**src/hw/rtl/vsi_pkg.sv**
```systemverilog
`timescale 1ns / 1ps
// Package for the vertex snap/insert indexer: payload structs, register
// indexes and fixed widths. No dependencies.
package vsi_pkg;

    localparam int unsigned COORD_W = 10;
    localparam int unsigned FRAC_W  = 16;
    localparam int unsigned CIDX_W  = 3;
    localparam int unsigned CDATA_W = 10;

    localparam logic [CIDX_W-1:0] CFG_GROUP_ID    = 3'd0;
    localparam logic [CIDX_W-1:0] CFG_TOLERANCE   = 3'd1;
    localparam logic [CIDX_W-1:0] CFG_LIMIT_LEFT  = 3'd2;
    localparam logic [CIDX_W-1:0] CFG_LIMIT_RIGHT = 3'd3;
    localparam logic [CIDX_W-1:0] CFG_LIMIT_UP    = 3'd4;
    localparam logic [CIDX_W-1:0] CFG_LIMIT_DOWN  = 3'd5;

    typedef struct packed {
        logic [9:0] point_x;
        logic [9:0] point_y;
    } t_in;

    typedef struct packed {
        logic [7:0]  vertex_index;
        logic        reused;
        logic [15:0] u_frac;
        logic [15:0] v_frac;
        logic [8:0]  group_vertices;
        logic [9:0]  index_slot;
        logic        vertex_store_full;
        logic        index_list_full;
    } t_out;

endpackage

```
**src/hw/rtl/vsi_div.sv**
```systemverilog
`timescale 1ns / 1ps
// Restoring serial divider: (num << 16) / den, one quotient bit per cycle.
// Uses vsi_pkg; expects num < den for a meaningful quotient.
module vsi_div
    import vsi_pkg::*;
(
    input  logic               i_clk,
    input  logic               i_rst_n,
    input  logic               i_start,
    input  logic [COORD_W-1:0] i_num,
    input  logic [COORD_W-1:0] i_den,
    output logic               o_done,
    output logic [FRAC_W-1:0]  o_quot
);

    localparam int unsigned CNT_W = $clog2(FRAC_W);

    logic               r_busy, n_busy;
    logic [CNT_W-1:0]   r_cnt, n_cnt;
    logic [COORD_W:0]   r_rem, n_rem;
    logic [COORD_W-1:0] r_den, n_den;
    logic [FRAC_W-1:0]  r_quot, n_quot;
    logic [COORD_W:0]   shifted;
    logic               take;

    always_comb begin
        shifted = {r_rem[COORD_W-1:0], 1'b0};
        take    = shifted >= {1'b0, r_den};
        n_busy  = r_busy;
        n_cnt   = r_cnt;
        n_rem   = r_rem;
        n_den   = r_den;
        n_quot  = r_quot;
        if (i_start) begin
            n_busy = 1'b1;
            n_cnt  = '0;
            n_rem  = {1'b0, i_num};
            n_den  = i_den;
            n_quot = '0;
        end else if (r_busy) begin
            n_rem  = take ? shifted - {1'b0, r_den} : shifted;
            n_quot = {r_quot[FRAC_W-2:0], take};
            n_cnt  = r_cnt + 1'b1;
            if (r_cnt == CNT_W'(FRAC_W - 1)) begin
                n_busy = 1'b0;
            end
        end
    end

    always_ff @(posedge i_clk) begin
        if (!i_rst_n) begin
            r_busy <= 1'b0;
            r_cnt  <= '0;
        end else begin
            r_busy <= n_busy;
            r_cnt  <= n_cnt;
        end
        r_rem  <= n_rem;
        r_den  <= n_den;
        r_quot <= n_quot;
    end

    assign o_done = !r_busy;
    assign o_quot = r_quot;

endmodule

```
**config.mk**
```make
export PLATFORM = sky130hd
export DESIGN_NAME = vsi_div
export DESIGN_NICKNAME = d
export VERILOG_FILES = /design/src/hw/rtl/vsi_pkg.sv /design/src/hw/rtl/vsi_div.sv
export SDC_FILE = /design/constraint.sdc
export NUM_CORES = 1
export LEC_CHECK = 0
export ABC_AREA = 1
export BUFFER_PORTS_ARGS = -buffer_cell sky130_fd_sc_hd__buf_2
export CAP_MARGIN = 10
export CORE_MARGIN = 2
export CORE_UTILIZATION = 59
export DETAILED_ROUTE_END_ITERATION = 7
export GPL_TIMING_DRIVEN = 1
export PLACE_DENSITY = 0.91
export SETUP_SLACK_MARGIN = 0.4
export SYNTH_ARGS = -nofsm -noshare
export SYNTH_HDL_FRONTEND = slang
export SYNTH_SLANG_ARGS = --single-unit
```
**constraint.sdc**
```tcl
create_clock -name i_clk -period 4.8 [get_ports i_clk]
set_clock_uncertainty 0.2 [all_clocks]
set_input_delay 0 -clock i_clk [delete_from_list [all_inputs] [get_ports i_clk]]
set_output_delay 0 -clock i_clk [all_outputs]
set_load 0.02 [all_outputs]
```
After elaboration in Yosys (flattened, before gate mapping)
Index checks and enable logic that the tools add are counted.
{"block": "totals", "register_bits": 41}
{"block": "classes", "n_bitwise": 1, "magnitude_cmp": 1, "n_eq_ne": 1, "n_addsub": 2, "mux": 6, "reduce_logical": 3}
{"cell": "$mux 10", "count": 3}
{"cell": "$ge 11x10->1", "count": 1}
{"cell": "$sub 10x10->10", "count": 1}
{"cell": "$add 4x1->4 const B", "count": 1}
{"cell": "$eq 4x4->1 const B", "count": 1}
{"cell": "$mux 1", "count": 3}
{"cell": "$reduce_bool 2->1", "count": 1}
{"cell": "$reduce_or 2->1", "count": 1}
{"cell": "$logic_not 1->1", "count": 1}
{"cell": "$not 1->1", "count": 1}

Logic depth before layout (Yosys ltp)
Gate-level depths: netlist of the first run.
{"block": "logic_depth", "depth_word": 4, "ltp_mapped": 12, "ltp_nobuf": 12}

Worst setup path before layout of the first run
OpenSTA, ideal clock, no wires.
{"block": "synth_timing", "path_kind": "register to register", "startpoint": "register r_rem[0]", "endpoint": "register r_rem[5], data pin", "stages_incl_launch_ff": 11, "arrival_time_ns": 1.635, "path_buffers": 1, "period_less_slack_ns": 2.088, "slack_ns": 2.712, "cell_sequence": "edfxtp_1 -> ha_1 -> ha_1 -> inv_1 -> nor2_1 -> nand3_4 -> nand4_4 -> buf_12 -> nand3_2 -> nand3_1 -> nand2_1"}
{"block": "synth_between", "elab_chain_cells": 4, "word_cells_on_any_way": 5}
{"element": "start, declared", "line_no": "vsi_div.sv:20", "text": "logic [COORD_W:0] r_rem, n_rem;"}
{"element": "start signal, assigned", "line_no": "vsi_div.sv:58", "text": "r_rem <= n_rem;"}
{"element": "$sub 10x10->10 or $ge 11x10->1 (tied branches)", "line_no": "vsi_div.sv:41, vsi_div.sv:28"}
{"element": "$mux 10 (*)", "line_no": "vsi_div.sv:41", "text": "n_rem = take ? shifted - {1'b0, r_den} : shifted;"}
{"element": "$mux 10 (*)", "line_no": "vsi_div.sv:40", "text": "end else if (r_busy) begin"}
{"element": "$mux 10 (*)", "line_no": "vsi_div.sv:34", "text": "if (i_start) begin"}
{"element": "named net n_rem[5]", "line_no": "vsi_div.sv:20"}
The timed path passes the listed nets; every way through them passes the cells marked *. The select of a mux whose other input is x is not followed.
A chain may end at the register's enable or synchronous reset.

Final worst setup path of the first run
{"block": "layout_timing", "startpoint": "register r_rem[3]", "endpoint": "register r_rem[9], data pin"}
Same word-level chain as after synthesis.

==> results.json, run 1 <==
{
  "wl_per_cell_um": 14.4,
  "synth.area.top_cells": "edfxtp_1 26%, dfxtp_1 18%, nand2_1 10%",
  "power.clock.fraction_pct": 26.1,
  "ios": 40,
  "syn_to_final_growth_pct": 23.4,
  "ys_types": 33,
  "power.leakage_nw": 1.35,
  "post_cts_buffers": 0,
  "synth_edf_count": 20,
  "p_int_mw": 0.658,
  "core.rowCount": 22,
  "status": "complete, no violations",
  "ys.flop_type": "dfxtp_1",
  "setup_viol": 0,
  "fin_hold_ws_ns": 0.200,
  "wirelength_mm": 5.53,
  "yosysTopAreaCell": "edfxtp_1",
  "hp-class": "in -> reg",
  "max-slew-margin-rel_pct": 43.1,
  "syn_inst": 273,
  "grt_usage_pct": 28.1,
  "arrival_ns": 2.25,
  "grt_pass1_wl_mm": 9.23,
  "drt_iter0_drc": 137,
  "p_comb_share_pct": 32.6,
  "worst_slack_ns": 2.41,
  "placeableCoreArea_mm2": 0.00369,
  "swShare_pct": 34.7,
  "die_h_um": 66.1,
  "syn_area_per_cell_um2": 8.33,
  "cts_buffers": 5,
  "final.setup.tns_ns": 0,
  "yosysTopAreaCellShare_pct": 26.4,
  "insertion_delay_ns": 0.30,
  "ctsLongestPathBuffers": 2,
  "drtAntennaViolNets": 0,
  "period_share_pct": 49.8,
  "final-hold-violation-count": 0,
  "final_common_cell": "nand2_1",
  "p_total_mw": 1.01,
  "required_ns": 4.66,
  "max-cap-violations": 0,
  "synth_area_mm2": 0.00227,
  "die-area_mm2": 0.00437,
  "rsz0062_at_grt": "no",
  "gr-total-overflow": 0,
  "cts_sinks": 41,
  "start_util_pct": 61.6,
  "synth_fp_nets": 308,
  "place_ws_ns": 2.50,
  "vias": 2088,
  "worstMarginPinSlew_ns": 0.853,
  "postCtsHoldBufs": 22,
  "die_w_um": 66.1,
  "route.detailed.drc": 0,
  "dp_hpwl_mm": 3.38,
  "cts_tree": "built",
  "worstPathMaxFanout": 9,
  "drive_gt1_share_pct": 21.2,
  "synthArstFlopShare_pct": 0,
  "ys_warn_count": 0,
  "h-tree-depth": 2,
  "cts_resized": 0,
  "start_kind": "flop",
  "via_per_inst": 5.45,
  "path_class": "reg -> reg",
  "clockRootBuffer": "clkbuf_8",
  "grt_pass1_vias": 2076,
  "antenna_found_initial": 0,
  "num_antenna_cells": 0,
  "final.min_clock_period_ns": 2.39,
  "slew_viol_final": 0,
  "crit_path_end_kind": "flop",
  "gp_congestion": 0.894,
  "max_freq_mhz": 418,
  "power_switching_mw": 0.350,
  "first_pass_iters": 5,
  "ir_drop_mv": 0.274,
  "ys_seq_elements": 41,
  "yosysSeqAreaShare_pct": 44.9,
  "clkSlewWorstSetupHoldPaths_ns": 0.08,
  "layout_common_cells": "62 x nand2_1, 52 x inv_1, 39 x buf_2",
  "fin_nets": 369,
  "port_buffers": 39,
  "grt_start_max_net_pins": 26,
  "sequentialPowerShare_pct": 41.4,
  "power_density_mw_per_mm2": 359
}
## cells in the mapped netlist, types with 4 or more instances
cell / count
a21oi_1: 4
ha_1: 11
nand4_1: 11
nor2_1: 10
nand3_1: 23
nand2_2: 7
edfxtp_1: 20
inv_2: 5
inv_1: 52
nand3_2: 5
nand2_1: 62
o22ai_1: 13
dfxtp_1: 21
## logic make-up (layout without fill, tap and decap cells)
kind of cell	Yosys count	in the layout	synth area share (%)
buffers and inverters	64	126	11.7
XOR/XNOR	3	3	1.16
AO/OA/AOI/OAI	24	24	6.49
AND/OR/NAND/NOR	129	129	28.8
flip-flops	41	41	44.9
adder cells (fa/ha/maj)	12	12	6.93
## power by group through the flow
stage | combinational [mW] | sequential [mW] | clock (mW)
4_1_cts | 0.317 | 0.416 | 0.264
3_3_place_gp | 0.287 | 0.422 | 0
5_1_grt | 0.366 | 0.419 | 0.275
2_1_floorplan | 0.253 | 0.420 | 0
3_5_place_dp | 0.300 | 0.424 | 0
6_report | 0.328 | 0.417 | 0.263
## sequential cells by signal (all words and copies together) (netlist names)
name	count
r_busy	1
r_den	10
r_rem	10
r_cnt	4
o_quot	16
## metrics by stage
step / cells / instance area [um^2] / utilization, %
final: 383 / 2810 / 76.1
after global placement: 353 / 2480 / 67.1
after floorplan: 273 / 2270 / -
after global routing: 383 / 2810 / 76.1
after CTS: 383 / 2810 / 76.1
after detailed placement: 353 / 2480 / 67.1
## routing by layer
| layer | up-vias | GRT usage, % | share of wire, % |
|---|---|---|---|
| met3 | 17 | 6.30 | 6.7 |
| met2 | 85 | 49.7 | 51 |
| met4 | 0 | 12.8 | 2.6 |
| li1 | 1014 | - | - |
| met1 | 972 | 32.1 | 39 |
| met5 | - | 0 | 0 |
## path summary, 6_finish.rpt
check | start | cells after the start | slack (ns) | endpoint
max | r_rem[3] | 10 | 2.41 | r_rem[9]
min | i_den[5] | 2 | 0.20 | r_den[5]
max reg2reg | r_rem[3] | 10 | 2.41 | r_rem[9]
min reg2reg | o_quot[15] | 2 | 0.27 | o_quot[15]
## critical path: stages (launching register included)
cell and delay, ns:
edfxtp_1 0.41, ha_1 0.40, nand2_1 0.11, nand2_1 0.08, nand2_1 0.09, nand2_2 0.06, nand2_2 0.08, and2_1 0.35
nand4_1 0.18, nand3_1 0.12, nand2_1 0.06
## cell type report
class                           instances  area (um^2)
Clock inverter                          2         16.3
Multi-Input combinational cell        168          986
Clock buffer                            6         93.8
Tap cell                               48         60.1
Timing Repair Buffer                   61          415
Sequential cell                        41         1020
Inverter                               57          214
Fill cell                             245          882
Note: power is estimated with default switching activity, not from simulation.
==> run 2: changes to the inputs <==
--- a/config.mk
+++ b/config.mk
@@ -9,10 +9,10 @@
 export BUFFER_PORTS_ARGS = -buffer_cell sky130_fd_sc_hd__buf_2
 export CAP_MARGIN = 10
 export CORE_MARGIN = 2
-export CORE_UTILIZATION = 59
+export CORE_UTILIZATION = 50
 export DETAILED_ROUTE_END_ITERATION = 7
 export GPL_TIMING_DRIVEN = 1
-export PLACE_DENSITY = 0.91
+export PLACE_DENSITY = 0.82
 export SETUP_SLACK_MARGIN = 0.4
 export SYNTH_ARGS = -nofsm -noshare
 export SYNTH_HDL_FRONTEND = slang
==> constraint.sdc (replaced) <==
create_clock -name i_clk -period 2.1 [get_ports i_clk]
set_clock_uncertainty 0.2 [all_clocks]
set_input_delay 0 -clock i_clk [delete_from_list [all_inputs] [get_ports i_clk]]
set_output_delay 0 -clock i_clk [all_outputs]
set_load 0.02 [all_outputs]
==> results.json, run 2 (same netlist as run 1, synthesis figures left out) <==
{
  "status": "complete, no violations",
  "port_buffers": 39,
  "wl_per_cell_um": 14.0,
  "fin_hold_ws_ns": 0.205,
  "clockRootBuffer": "clkbuf_8",
  "grt_pass1_vias": 2128,
  "cpPeakStageDelay_ns": 0.45,
  "worst_slack_ns": 0.0399,
  "timing.rr.end": "r_rem[6]",
  "max_freq_mhz": 485,
  "route.detailed.drc": 0,
  "cp_slowest_cell": "edfxtp_1",
  "start_kind": "flop",
  "via_per_inst": 5.30,
  "hold_path_startpoint": "i_den[4]",
  "insertion_delay_ns": 0.30,
  "fin_nets": 388,
  "power.leakage_nw": 1.47,
  "final_common_cell": "nand2_1",
  "period_share_pct": 98.1,
  "start_util_pct": 52.2,
  "syn_to_final_growth_pct": 41.2,
  "max-cap-violations": 0,
  "gp_congestion": 0.838,
  "gr-total-overflow": 0,
  "drt_iter0_drc": 118,
  "core.rowCount": 24,
  "antenna_found_initial": 0,
  "cts_sinks": 41,
  "grt_start_max_net_pins": 15,
  "vias": 2153,
  "arrival_ns": 1.92,
  "r2r-start": "r_rem[3]",
  "required_ns": 1.96,
  "max-slew-margin-rel_pct": 71.1,
  "ir_drop_mv": 0.475,
  "clkSlewWorstSetupHoldPaths_ns": 0.08,
  "die-area_mm2": 0.00510,
  "cts_buffers": 5,
  "whs_path_depth": 2,
  "h-tree-depth": 2,
  "slew_viol_final": 0,
  "wirelength_mm": 5.69,
  "drive_gt1_share_pct": 33.9,
  "cp_num_buf_inv": 1,
  "rrSetupSlack_ns": 0.04,
  "rr_worst_depth": 10,
  "final.setup.tns_ns": 0,
  "drtAntennaViolNets": 0,
  "hp-class": "in -> reg",
  "min_to": "r_den[4]",
  "die_w_um": 71.4,
  "critical_path.top_delay_family": "simple AND/OR/NAND/NOR gates",
  "largest_register_ffs": 16,
  "final.min_clock_period_ns": 2.06,
  "ctsLongestPathBuffers": 2,
  "final_design_area_no_fill_mm2": 0.00321,
  "worstPathCellList": "ha_4, nand2_2, inv_2, nand2_2, nor2_4, nand2_4, nand4_4, nand3_2, nand3_2, nand2_1",
  "layout_common_cells": "52 x nand2_1, 49 x inv_1, 39 x buf_2",
  "path_class": "reg -> reg",
  "die_h_um": 71.4,
  "grt_pass1_wl_mm": 9.29,
  "grt_usage_pct": 23.3,
  "rsz0062_at_grt": "yes",
  "placedInstanceArea_mm2": 0.00271,
  "final-hold-violation-count": 0,
  "ios": 40,
  "worstMarginPinSlew_ns": 0.432,
  "p_total_mw": 2.57,
  "placeableCoreArea_mm2": 0.00435,
  "num_antenna_cells": 0,
  "crit_path_end_kind": "flop",
  "place_ws_ns": 0.0434,
  "cts_tree": "built",
  "power_density_mw_per_mm2": 799,
  "worstPathMaxFanout": 6,
  "n_fill_cell": 302,
  "first_pass_iters": 5,
  "setup_viol": 0,
  "dp_hpwl_mm": 3.71
}
## run 2: changes by cell type in the layout (fill, tap and decap cells not counted), moves of 4 or more
cell / change
buf_4: +12
ha_1: -10
ha_4: +10
nand2_1: -10
nand2_2: +7
nand3_1: -5
nand3_2: +5
nor2_4: +4
## run 2: final cells by class
type	count	area, um^2	area share [%]
Sequential cell	41	1020	31.8
Clock inverter	2	13.8	0.429
Clock buffer	6	93.8	2.92
Inverter	57	216	6.74
Timing Repair Buffer	79	569	17.7
Multi-Input combinational cell	169	1230	38.3
Tap cell	52	65.1	2.03
## run 2: worst max-delay path by stage
stage                  start       end  slack (ns)  cells after the start
floorplan           r_rem[8]  r_rem[6]        0.14                     11
finish              r_rem[3]  r_rem[6]        0.04                     10
global route        r_rem[3]  r_rem[9]       -0.05                     10
CTS                 r_rem[0]  r_rem[5]        0.09                      9
detailed placement  r_rem[8]  r_rem[9]        0.04                     10
global placement    r_rem[0]  r_rem[6]         0.1                      9
## run 2: metrics by stage
stage | instances | util, %
2_1_floorplan | 273 | -
3_3_place_gp | 368 | 62.2
3_5_place_dp | 368 | 62.2
4_1_cts | 405 | 72.0
5_1_grt | 406 | 73.7
6_report | 406 | 73.7
## run 2: metal layers
metal | wire length [um] | global-route usage [%] | up-vias | share of wire [%]
met5 | 0 | 0 | - | 0
li1 | - | - | 1050 | -
met2 | 2870 | 40.1 | 79 | 50
met1 | 2300 | 27.6 | 1011 | 40
met4 | 132 | 11.7 | 0 | 2.3
met3 | 389 | 4.50 | 13 | 6.8
## run 2: timing repair
action,CTS,global route
cloned,1,0
buffers inserted,3,1
hold buffers,25,0
pin swaps,9,16
resized for setup,10,19
endpoints found under the setup margin,11,11
endpoints found under the hold margin,29,0
## run 2: power by group
| group | switching, mW | internal [mW] | leakage, nW |
|---|---|---|---|
| Sequential | 0.0531 | 0.916 | 0.370 |
| Clock | 0.288 | 0.308 | 0.0567 |
| Combinational | 0.547 | 0.452 | 1.04 |
